File: src/rtl/ostb_pkg.sv
// ----------------------------------------------------------------------------
// One-shot timer bank package
// Shared sizes, request codes and the layout of one timer entry in state RAM.
// ----------------------------------------------------------------------------
package ostb_pkg;

   localparam int TIMER_COUNT = 8;
   localparam int TIMER_IDX_W = (TIMER_COUNT > 1) ? $clog2(TIMER_COUNT) : 1;

   localparam int KIND_W  = 2;
   localparam int ID_W    = 3;
   localparam int COUNT_W = 31;
   localparam int TAG_W   = 32;

   // Request tdata: timer_id, deliver_mode, tick_count, handler_tag, padded to bytes.
   localparam int REQ_FIELDS_W = ID_W + 1 + COUNT_W + TAG_W;
   localparam int REQ_DATA_W   = ((REQ_FIELDS_W + 7) / 8) * 8;

   // Response tdata: expired_id, expired_mode, expired_tag, padded to bytes.
   localparam int RSP_FIELDS_W = ID_W + 1 + TAG_W;
   localparam int RSP_DATA_W   = ((RSP_FIELDS_W + 7) / 8) * 8;

   typedef enum logic [KIND_W-1:0] {
      KIND_TICK  = 2'd0,
      KIND_START = 2'd1,
      KIND_STOP  = 2'd2
   } kind_type;

   // One timer entry as held in the state RAM.
   typedef struct packed {
      logic [TAG_W-1:0]   tag;
      logic [COUNT_W-1:0] count;
   } entry_type;

   localparam int ENTRY_W = $bits(entry_type);

endpackage

File: src/rtl/ostb_ram.sv
// ----------------------------------------------------------------------------
// Generic simple dual-port RAM
// One write port and one read port; read data is registered.
// ----------------------------------------------------------------------------
module ostb_ram #(
   parameter int WIDTH = 8,
   parameter int DEPTH = 8
) (
   input  logic                                    clock,
   input  logic                                    wr_en,
   input  logic [((DEPTH > 1) ? $clog2(DEPTH) : 1)-1:0] wr_addr,
   input  logic [WIDTH-1:0]                        wr_data,
   input  logic [((DEPTH > 1) ? $clog2(DEPTH) : 1)-1:0] rd_addr,
   output logic [WIDTH-1:0]                        rd_data
);

   logic [WIDTH-1:0] mem_ff [DEPTH];
   logic [WIDTH-1:0] rd_data_ff;

   always_ff @(posedge clock) begin
      if (wr_en) begin
         mem_ff[wr_addr] <= wr_data;
      end
      rd_data_ff <= mem_ff[rd_addr];
   end

   assign rd_data = rd_data_ff;

endmodule

File: src/rtl/one_shot_timer_bank.sv
// ----------------------------------------------------------------------------
// One-shot timer bank
// A bank of TIMER_COUNT one-shot down-counting timers with expiry reporting.
// ----------------------------------------------------------------------------
// Each request transfer carries a kind in req_tuser: a start arms one timer
// with a tick count, a delivery mode and a handler tag (a count of zero
// expires on the next tick, like a count of one); a stop disarms one timer;
// a tick counts down every armed timer. Starts and stops with an index past
// the bank, and the unused kind code, are ignored. For every timer that
// expires on a tick, one response transfer carries its index, mode and tag,
// in ascending index order, with tlast on the final one of that tick; a tick
// with no expiry produces no response. Counts and tags live in a small state
// RAM; armed and mode bits live in flip-flops. A start or stop is applied in
// the cycle it is accepted. A tick runs in steps: the accepting cycle, then
// a walk over every timer as the sequencer steps through the single RAM read
// port, with the next read issued while the current entry is evaluated, then
// a flush step to release the last held result, which is spent even when
// nothing expired. A stalled response channel holds the walk when a second
// expiry needs the output register while it is still full, and holds the end
// of the tick until the output register can take the last result.
// ----------------------------------------------------------------------------
module one_shot_timer_bank (
   input  logic                              clock,
   input  logic                              reset,
   // Request channel.
   input  logic                              req_tvalid,
   output logic                              req_tready,
   // req_tdata, low bit up: timer_id[2:0], deliver_mode, tick_count[30:0],
   // handler_tag[31:0], zero pad.
   input  logic [ostb_pkg::REQ_DATA_W-1:0]   req_tdata,
   // req_tuser: kind[1:0].
   input  logic [ostb_pkg::KIND_W-1:0]       req_tuser,
   // Response channel.
   output logic                              rsp_tvalid,
   input  logic                              rsp_tready,
   // rsp_tdata, low bit up: expired_id[2:0], expired_mode, expired_tag[31:0],
   // zero pad.
   output logic [ostb_pkg::RSP_DATA_W-1:0]   rsp_tdata,
   // rsp_tlast: last_of_tick.
   output logic                              rsp_tlast
);

   import ostb_pkg::*;

   typedef enum logic [2:0] {
      ST_IDLE  = 3'b001,
      ST_WALK  = 3'b010,
      ST_FLUSH = 3'b100
   } state_type;

   // Control state.
   state_type                state_ff, state_in;
   logic [TIMER_IDX_W-1:0]   idx_ff, idx_in;
   logic [TIMER_COUNT-1:0]   armed_ff, armed_in;
   logic [TIMER_COUNT-1:0]   mode_ff, mode_in;
   logic                     pend_valid_ff, pend_valid_in;
   logic                     rsp_valid_ff, rsp_valid_in;

   // Held expiry, waiting to learn whether it is the last of the tick.
   logic [ID_W-1:0]          pend_id_ff, pend_id_in;
   logic                     pend_mode_ff, pend_mode_in;
   logic [TAG_W-1:0]         pend_tag_ff, pend_tag_in;

   // Output register payload.
   logic [ID_W-1:0]          rsp_id_ff, rsp_id_in;
   logic                     rsp_mode_ff, rsp_mode_in;
   logic [TAG_W-1:0]         rsp_tag_ff, rsp_tag_in;
   logic                     rsp_last_ff, rsp_last_in;

   // State RAM ports.
   logic                     ram_we;
   logic [TIMER_IDX_W-1:0]   ram_waddr;
   entry_type                ram_wdata;
   logic [TIMER_IDX_W-1:0]   ram_raddr;
   entry_type                ram_rdata;

   // Request fields.
   logic [ID_W-1:0]          req_id;
   logic                     req_mode;
   logic [COUNT_W-1:0]       req_count;
   logic [TAG_W-1:0]         req_tag;
   logic                     req_id_ok;
   logic [TIMER_IDX_W-1:0]   req_addr;
   logic                     req_accept;

   // Walk datapath.
   logic                     cur_armed;
   logic                     cur_expire;
   logic                     cur_last;
   logic                     out_free;
   logic                     walk_stall;
   logic                     push;
   logic                     push_last;

   assign req_id    = req_tdata[ID_W-1:0];
   assign req_mode  = req_tdata[ID_W];
   assign req_count = req_tdata[ID_W+1 +: COUNT_W];
   assign req_tag   = req_tdata[ID_W+1+COUNT_W +: TAG_W];
   assign req_id_ok = 6'(req_id) < 6'(TIMER_COUNT);
   assign req_addr  = TIMER_IDX_W'(req_id);

   assign req_tready = (state_ff == ST_IDLE);
   assign req_accept = req_tvalid && req_tready;

   // A count of zero or one expires on this tick; the RAM data belongs to idx_ff.
   assign cur_armed  = armed_ff[idx_ff];
   assign cur_expire = cur_armed && (ram_rdata.count <= COUNT_W'(1));
   assign cur_last   = (idx_ff == TIMER_IDX_W'(TIMER_COUNT - 1));

   // The output register can take a new result when empty or draining now.
   assign out_free   = !rsp_valid_ff || rsp_tready;
   assign walk_stall = cur_expire && pend_valid_ff && !out_free;

   always_comb begin
      state_in      = state_ff;
      idx_in        = idx_ff;
      armed_in      = armed_ff;
      mode_in       = mode_ff;
      pend_valid_in = pend_valid_ff;
      pend_id_in    = pend_id_ff;
      pend_mode_in  = pend_mode_ff;
      pend_tag_in   = pend_tag_ff;

      ram_we        = 1'b0;
      ram_waddr     = req_addr;
      ram_wdata     = '{tag: req_tag, count: req_count};
      ram_raddr     = '0;

      push          = 1'b0;
      push_last     = 1'b0;

      case (state_ff)
         ST_IDLE: begin
            // Entry zero is read every idle cycle, so a tick finds it ready.
            if (req_accept) begin
               case (req_tuser)
                  KIND_TICK: begin
                     state_in = ST_WALK;
                     idx_in   = '0;
                  end
                  KIND_START: begin
                     if (req_id_ok) begin
                        ram_we             = 1'b1;
                        armed_in[req_addr] = 1'b1;
                        mode_in[req_addr]  = req_mode;
                     end
                  end
                  KIND_STOP: begin
                     if (req_id_ok) begin
                        armed_in[req_addr] = 1'b0;
                     end
                  end
                  default: begin
                  end
               endcase
            end
         end
         ST_WALK: begin
            if (walk_stall) begin
               // Re-read the same entry so its data is still there next cycle.
               ram_raddr = idx_ff;
            end else begin
               ram_raddr = cur_last ? '0 : idx_ff + TIMER_IDX_W'(1);
               idx_in    = cur_last ? '0 : idx_ff + TIMER_IDX_W'(1);
               state_in  = cur_last ? ST_FLUSH : ST_WALK;
               if (cur_armed && !cur_expire) begin
                  ram_we    = 1'b1;
                  ram_waddr = idx_ff;
                  ram_wdata = '{tag: ram_rdata.tag, count: ram_rdata.count - COUNT_W'(1)};
               end
               if (cur_expire) begin
                  armed_in[idx_ff] = 1'b0;
                  if (pend_valid_ff) begin
                     push = 1'b1;
                  end
                  pend_valid_in = 1'b1;
                  pend_id_in    = ID_W'(idx_ff);
                  pend_mode_in  = mode_ff[idx_ff];
                  pend_tag_in   = ram_rdata.tag;
               end
            end
         end
         ST_FLUSH: begin
            if (!pend_valid_ff) begin
               state_in = ST_IDLE;
            end else if (out_free) begin
               push          = 1'b1;
               push_last     = 1'b1;
               pend_valid_in = 1'b0;
               state_in      = ST_IDLE;
            end
         end
         default: begin
            state_in = ST_IDLE;
         end
      endcase
   end

   // Output register: load on push, otherwise hold until taken.
   always_comb begin
      rsp_valid_in = rsp_valid_ff && !rsp_tready;
      rsp_id_in    = rsp_id_ff;
      rsp_mode_in  = rsp_mode_ff;
      rsp_tag_in   = rsp_tag_ff;
      rsp_last_in  = rsp_last_ff;
      if (push) begin
         rsp_valid_in = 1'b1;
         rsp_id_in    = pend_id_ff;
         rsp_mode_in  = pend_mode_ff;
         rsp_tag_in   = pend_tag_ff;
         rsp_last_in  = push_last;
      end
   end

   always_ff @(posedge clock) begin
      if (reset) begin
         state_ff      <= ST_IDLE;
         idx_ff        <= '0;
         armed_ff      <= '0;
         mode_ff       <= '0;
         pend_valid_ff <= 1'b0;
         rsp_valid_ff  <= 1'b0;
      end else begin
         state_ff      <= state_in;
         idx_ff        <= idx_in;
         armed_ff      <= armed_in;
         mode_ff       <= mode_in;
         pend_valid_ff <= pend_valid_in;
         rsp_valid_ff  <= rsp_valid_in;
      end
   end

   always_ff @(posedge clock) begin
      pend_id_ff   <= pend_id_in;
      pend_mode_ff <= pend_mode_in;
      pend_tag_ff  <= pend_tag_in;
      rsp_id_ff    <= rsp_id_in;
      rsp_mode_ff  <= rsp_mode_in;
      rsp_tag_ff   <= rsp_tag_in;
      rsp_last_ff  <= rsp_last_in;
   end

   ostb_ram #(
      .WIDTH (ENTRY_W),
      .DEPTH (TIMER_COUNT)
   ) u_state_ram (
      .clock   (clock),
      .wr_en   (ram_we),
      .wr_addr (ram_waddr),
      .wr_data (ram_wdata),
      .rd_addr (ram_raddr),
      .rd_data (ram_rdata)
   );

   assign rsp_tvalid = rsp_valid_ff;
   assign rsp_tlast  = rsp_last_ff;
   assign rsp_tdata  = RSP_DATA_W'({rsp_tag_ff, rsp_mode_ff, rsp_id_ff});

`ifndef NO_ASSERTIONS
   // No expiry may be left behind when the bank goes back to taking requests.
   a_idle_no_pending: assert property (@(posedge clock) disable iff (reset)
      (state_ff == ST_IDLE) |-> (!pend_valid_ff && (idx_ff == '0)))
      else $error("held expiry or walk index left over in idle");

   // An expiring timer is disarmed once the walk moves past it.
   a_expire_disarms: assert property (@(posedge clock) disable iff (reset)
      (state_ff == ST_WALK && cur_expire && !walk_stall) |=> !armed_ff[$past(idx_ff)])
      else $error("expired timer still armed");

   // A result that is not the last of its tick comes only from the walk.
   a_mid_push_in_walk: assert property (@(posedge clock) disable iff (reset)
      (push && !push_last) |-> (state_ff == ST_WALK))
      else $error("non-final result pushed outside the walk");

   // The output register is never overwritten while a result waits in it.
   a_no_overwrite: assert property (@(posedge clock) disable iff (reset)
      push |-> out_free)
      else $error("output register overwritten");
`endif

endmodule
File: config.mk
export PLATFORM = sky130hd
export DESIGN_NAME = one_shot_timer_bank
export DESIGN_NICKNAME = d
export VERILOG_FILES = /design/src/rtl/ostb_pkg.sv /design/src/rtl/ostb_ram.sv /design/src/rtl/one_shot_timer_bank.sv
export SDC_FILE = /design/constraint.sdc
export NUM_CORES = 1
export LEC_CHECK = 0
export BUFFER_PORTS_ARGS = -buffer_cell sky130_fd_sc_hd__buf_2
export CAP_MARGIN = 5
export CORE_ASPECT_RATIO = 1.75
export CORE_MARGIN = 2
export CORE_UTILIZATION = 45
export CTS_CLUSTER_SIZE = 30
export DETAILED_ROUTE_END_ITERATION = 16
export SLEW_MARGIN = 40
export SYNTH_ARGS = -nofsm -noshare
export SYNTH_HDL_FRONTEND = slang
export SYNTH_SLANG_ARGS = --single-unit
File: constraint.sdc
create_clock -name clock -period 10.6 [get_ports clock]
set_input_delay 2.12 -clock clock [delete_from_list [all_inputs] [get_ports clock]]
set_output_delay 2.12 -clock clock [all_outputs]
set_load 0.01 [all_outputs]
---- Word level (Yosys, flattened, before mapping) ----
Memory sizes are Yosys's and may differ from the RTL's. A register that Yosys moved wholly into a read port is not among the register bits.
Index checks and enable logic that the tools add are counted.
storage, ports and cells
  register bits after elaboration ......... 97
  memories kept ........................... 1
  word-level logic and storage cells ...... 113
  input port bits ......................... 78
  bits in writable memories ............... 504
  output and inout port bits .............. 43
memory list
  name                words  width  read ports  clocked after memory_dff  write ports  RTL line        source
  u_state_ram.mem_ff  8      63     1           1                         1            ostb_ram.sv:17  logic [WIDTH-1:0] mem_ff [DEPTH];
operators by class
  mux-type cells .......................... 52
  bitwise gates (word level) .............. 6
  eq/ne operators ......................... 12
  reductions and logical operators ........ 22
  add/sub/neg operators ................... 2
  magnitude comparators ................... 5
operator list
  kind                   count
  $mux 63                3
  $mux 3                 14
  $pmux 8 s2             2
  $le 31x1->1 const B    1
  $sub 31x1->31 const B  1
  $mux 8                 3
  $mux 1                 20
  $and 8x8->8            2
  $not 8->8              2
  $reduce_and 3->1       4
  $pmux 3 s3             1
  $bwmux 8               1
  $logic_and 1x1->1      8
  $lt 3x4->1 const B     2
  $or 8x8->8             1
  $bmux 1 s3             2
  $demux 1 s3            2
  $eq 3x3->1 const B     2
  $ge 3x1->1 const B     2
  $pmux 1 s2             3
  $pmux 3 s2             1
  $reduce_and 5->1       1
  $logic_not 1->1        4
  $ne 2x1->1 const B     2
  13 further kinds       15

---- Depth between registers and ports, before layout ----
  word-level depth ........................ 10
  gate-level depth with buffers ........... 12
  depth with buffers taken out ............ 9

---- Modules after synthesis ----
From an unflattened synthesis, not the netlist that was laid out.
second synthesis, totals
  cells, all modules ...................... 1268
  area total of the unflattened synthesis .. 25563.3 µm²
by module, submodules not included
  module               seq. area each (µm²)  cells each  times used  area each (µm²)
  ostb_ram             16395.7               804         1           20229.4
  one_shot_timer_bank  2672.6                464         1           5333.9

---- Least setup slack after synthesis ----
Ideal clock, no wire load.
  path kind ............................... reg-to-reg
  from .................................... reg idx_ff[0]
  to ...................................... mem u_state_ram.mem_ff[2][0] in the netlist's numbering, enable pin
  arrival ................................. 6714 ps
  stages on the path, launching flop included .. 11
  path slack .............................. 3315 ps
  period minus slack after synthesis ...... 7285 ps
  required time ........................... 10029 ps
  cells stage by stage .................... dfxtp_1 clkbuf_1 inv_1 mux2i_4 nor2_1 and3_1 clkbuf_1 clkbuf_1 buf_1 nand2_1 o21ai_0
on the way
  word-level cells in the longest chain between the ends .. 10
  elaborated cells between the ends (all ways) .. 15
  classes of those cells .................. 10 x mux; 5 x reduce/logical
RTL lines
  item                          RTL line                    source
  start, declared               one_shot_timer_bank.sv:53   logic [TIMER_IDX_W-1:0] idx_ff, idx_in;
  start signal, assigned        one_shot_timer_bank.sv:225  idx_ff <= idx_in;
  $bmux 1 s3                    one_shot_timer_bank.sv:106  assign cur_armed = armed_ff[idx_ff];
  $mux 1 (not written as such)  one_shot_timer_bank.sv:106
  $logic_and 1x1->1             one_shot_timer_bank.sv:107  assign cur_expire = cur_armed && (ram_rdata.count <= COUNT_W'(1));
  $logic_not 1->1               one_shot_timer_bank.sv:166  if (cur_armed && !cur_expire) begin
  $logic_and 1x1->1             one_shot_timer_bank.sv:166
  $mux 1                        one_shot_timer_bank.sv:166
  $mux 1                        one_shot_timer_bank.sv:159  if (walk_stall) begin
  $pmux 1 s2                    one_shot_timer_bank.sv:132  case (state_ff)
  $mux 1                        ostb_ram.sv:21              if (wr_en) begin
  $mux 1 (not written as such)  ostb_ram.sv:22              mem_ff[wr_addr] <= wr_data;
  end, declared                 ostb_ram.sv:17
Several ways; a longest one is shown, not always the timed one. The select of a mux whose other input is x is not followed.

---- Final worst setup path ----
  from .................................... in rsp_tready
  to ...................................... reg u_state_ram.rd_data_ff[7], in the netlist u_state_ram.rd_data[7] (read register of u_state_ram.mem_ff)
on the way
  word-level cells in the longest chain between the ends .. 5
RTL lines
  item               RTL line                    source
  start, declared    one_shot_timer_bank.sv:35   input logic rsp_tready,
  $logic_or 1x1->1   one_shot_timer_bank.sv:111  assign out_free = !rsp_valid_ff || rsp_tready;
  $logic_not 1->1    one_shot_timer_bank.sv:112  assign walk_stall = cur_expire && pend_valid_ff && !out_free;
  $logic_and 1x1->1  one_shot_timer_bank.sv:112
  $mux 3             --
  $mux 3             one_shot_timer_bank.sv:132
  end, declared      ostb_ram.sv:18              logic [WIDTH-1:0] rd_data_ff;
Every way passes these cells.
A chain may end at the register's enable or synchronous reset.

==> impl_metrics.json <==
{
  "ys_types": 62,
  "crit_arrival_ps": 5260,
  "cts-root-buf": "clkbuf_16",
  "period_share_pct": 45.17,
  "powerDensity_nw_per_um2": 174.3,
  "run_status": "finished clean",
  "grt_pass1_wl_um": 91210,
  "slowest_delay_ps": 380,
  "fin_util_pct": 51.67,
  "nFillCells": 4853,
  "path_buf_inv": 4,
  "reg2reg_to": "u_state_ram.mem_ff[3][58]",
  "cp-end-kind": "register",
  "grt_overflow_total": 0,
  "worstSetupPathType": "in -> reg",
  "seq_area_um2": 19070,
  "syn_area_um2": 25970,
  "drc": 0,
  "ys_warn_count": 0,
  "finalPower_mw": 5.151,
  "finalHoldViolations": 0,
  "die_h_um": 321.8,
  "path_delay_family": "buffers and inverters",
  "boundaryPins": 121,
  "dr.pass1.iters": 5,
  "cts.path.max_buffers": 3,
  "setup_viol": 0,
  "ctsHoldBuffers": 0,
  "cts_max_level": 2,
  "drv_slew": 0,
  "cts_tree": "built",
  "endpoint": "u_state_ram.rd_data[7]",
  "multi_input_area_um2": 6554,
  "rr_startpoint": "idx_ff[0]",
  "required_ps": 11070,
  "critical_path.max_fanout": 69,
  "cp_slowest_cell": "mux2_2",
  "nets": 1883,
  "path_clk_slew_ps": 70,
  "clock_sinks": 664,
  "grt_max_degree": 70,
  "routed_via_density": 5.552,
  "fmax_ghz": 0.2089,
  "cts_buffers": 57,
  "drtIter0Drc": 1046,
  "antenna_left": 0,
  "synth-edff-count": 577,
  "fp.dieArea_um2": 59720,
  "ctsResizeCount": 0,
  "slew_headroom_pct": 42.01,
  "r2r_slack_ps": 5940,
  "insertion_delay_ps": 610,
  "critPathLaunchType": "primary input",
  "synthFlopType": "edfxtp_1",
  "avgRoutedWirePerCell_um": 23.22,
  "gp_congestion": 0.8537,
  "placement.io_buffers": 111,
  "drv_cap": 0,
  "place.detailed.hpwl_um": 33360,
  "synth_async_sr_flop_share_pct": 0,
  "syn_to_final_growth_pct": 13.79,
  "ff2ff_path_depth": 8,
  "synth_seq_cells": 664,
  "hold_class": "reg -> reg",
  "vias": 14520,
  "final_area_um2": 29550,
  "die_x_um": 185.6,
  "worstMarginPinSlew_ps": 869.9,
  "antenna_found_initial": 3,
  "drive_above_1_share_pct": 22.85,
  "cp_num_cells": 12,
  "startpoint": "rsp_tready",
  "fin_crit_ps": 4788,
  "grt.total_usage_pct": 20.50,
  "placed_area_um2": 27520,
  "design.core.area_um2": 57180,
  "fin_skew_ps": 23.92,
  "crit_path_cell_trace": "buf_2 -> nand2b_1 -> or2_2 -> nor2_1 -> o21ai_4 -> mux2i_4 -> buf_12 -> buf_16 -> buf_16 -> mux2_2 -> o22ai_1 -> a211oi_2",
  "leakagePower_nw": 9.991,
  "grt_pass1_vias": 14890,
  "rows": 116,
  "drt-total-wl_um": 60720,
  "postSynthCellCount": 1685,
  "ir_drop_uv": 150.9,
  "cts_setup_buffers": 0,
  "grt_setup_unrepaired": "false",
  "start_util_pct": 45.41,
  "avgSynthCellArea_um2": 15.41,
  "seq_area_frac_synth_pct": 73.44,
  "crit_top_cell": "buf_16",
  "fin_setup_tns_ps": 0
}
==> registers in the layout, indices dropped and copies added (netlist names), 3 cells and up, named ones only <==
register,flops
u_state_ram.mem_ff,504
pend_id_ff,3
rsp_id_ff,3
pend_tag_ff,32
mode_ff,8
rsp_tag_ff,32
idx_ff,3
state_ff,3
u_state_ram.rd_data,63
==> cells in the final DEF, fill, tap and decap left out, types with 11 or more instances in the layout <==
cell type | synthesis | final
mux2_2 | 89 | 89
nor2_1 | 78 | 76
clkbuf_16 | 0 | 58
clkbuf_1 | 62 | 13
dfxtp_1 | 87 | 87
mux2_1 | 69 | 69
buf_4 | 5 | 25
a211oi_2 | 63 | 62
clkinv_2 | 0 | 11
nor3_1 | 18 | 18
and3_1 | 65 | 64
o21ai_0 | 13 | 11
edfxtp_1 | 577 | 577
nand2_1 | 221 | 221
a21oi_1 | 106 | 106
xnor2_1 | 19 | 19
o22ai_1 | 67 | 64
buf_2 | 7 | 111
mux2i_1 | 12 | 11
==> kinds of logic (layout without fill, tap and decap cells) <==
family,after synthesis,in the layout,synth area share (%)
xor gates and xnor gates,28,28,0.9445
AOI/OAI and AO/OA,278,278,7.835
buffers and inverters,100,259,2.000
other,1,5,0.01444
and+or+nand+nor,434,434,7.811
muxes,176,176,7.768
DFF,664,664,73.44
adders and majority gates,4,4,0.1928
==> cell type report <==
| type | count | area share [%] |
|---|---|---|
| Sequential cell | 664 | 64.54 |
| Multi-Input combinational cell | 924 | 22.18 |
| Clock buffer | 81 | 5.543 |
| Tap cell | 767 | 3.248 |
| Timing Repair Buffer | 146 | 3.130 |
| Clock inverter | 24 | 1.249 |
| Inverter | 8 | 0.1016 |
| Antenna cell | 1 | 0.008470 |
==> power breakdown <==
group	switching [mW]	internal, mW	leakage, nW
registers	0.00500	2.85	5.92
clock network	0.915	1.30	0.992
logic	0.0602	0.0269	3.08
==> worst min path at each step <==
stage | depth (start not counted) | end | start
floorplan | 0 | rsp_id_ff[0] | pend_id_ff[0]
global placement | 0 | rsp_tag_ff[26] | pend_tag_ff[26]
detailed placement | 0 | rsp_tag_ff[12] | pend_tag_ff[12]
CTS | 0 | rsp_tag_ff[28] | pend_tag_ff[28]
global route | 0 | rsp_tag_ff[28] | pend_tag_ff[28]
finish | 0 | rsp_tag_ff[28] | pend_tag_ff[28]
==> metal layers <==
metal / GRT usage, % / share of wire [%] / vias to the layer above
met1: 26.17 / 41 / 7442
met3: 2.182 / 4.3 / 95
met4: 5.967 / 2.6 / 6
met5: 0 / 0.069 / -
met2: 36.66 / 52 / 365
li1: - / - / 6610
==> cell usage after synthesis (3+ instances only) <==
cell type  number  area (µm²)
nand2_1       221       829.6
or3_1           3       18.77
xnor2_1        19       166.4
and2_1          3       18.77
nor4_1          7       43.79
mux2i_1        12       120.1
buf_4           5       37.54
ha_1            4       50.05
buf_1           3       11.26
and3_1         65       406.6
nor4_2          3       37.54
nor3_1         18       90.09
nand2b_1        5       31.28
edfxtp_1      577       17330
buf_2           7       35.03
a211oi_1        3       22.52
o31ai_1         5       37.54
o22ai_1        67       419.2
a21oi_1       106       530.5
nand3_1         6       30.03
mux2_2         89        1002
nor2_1         78       292.8
nand4_1         5       31.28
a22oi_1         3       22.52
mux2_1         69       777.0
inv_1           7       26.28
xor2_1          9       78.83
clkbuf_1       62       232.7
a211oi_2       63       788.3
nor3b_1         4       30.03
o21ai_0        13       65.06
dfxtp_1        87        1742
or2_2           3       18.77
buf_6          14       157.7
o21bai_1        3       22.52
o21ai_1         3       15.01
==> metrics by stage <==
step / std cells / hold WS [ps] / setup WS (ps)
floorplan: 1688 / 400.3 / 3315
global placement: 2502 / 402.6 / 5098
detailed placement: 2508 / 404.5 / 5148
CTS: 2613 / 403.0 / 5791
global route: 2614 / 417.3 / 5667
finish: 2615 / 406.0 / 5812
No activity file was read; power rests on OpenSTA's default activity.
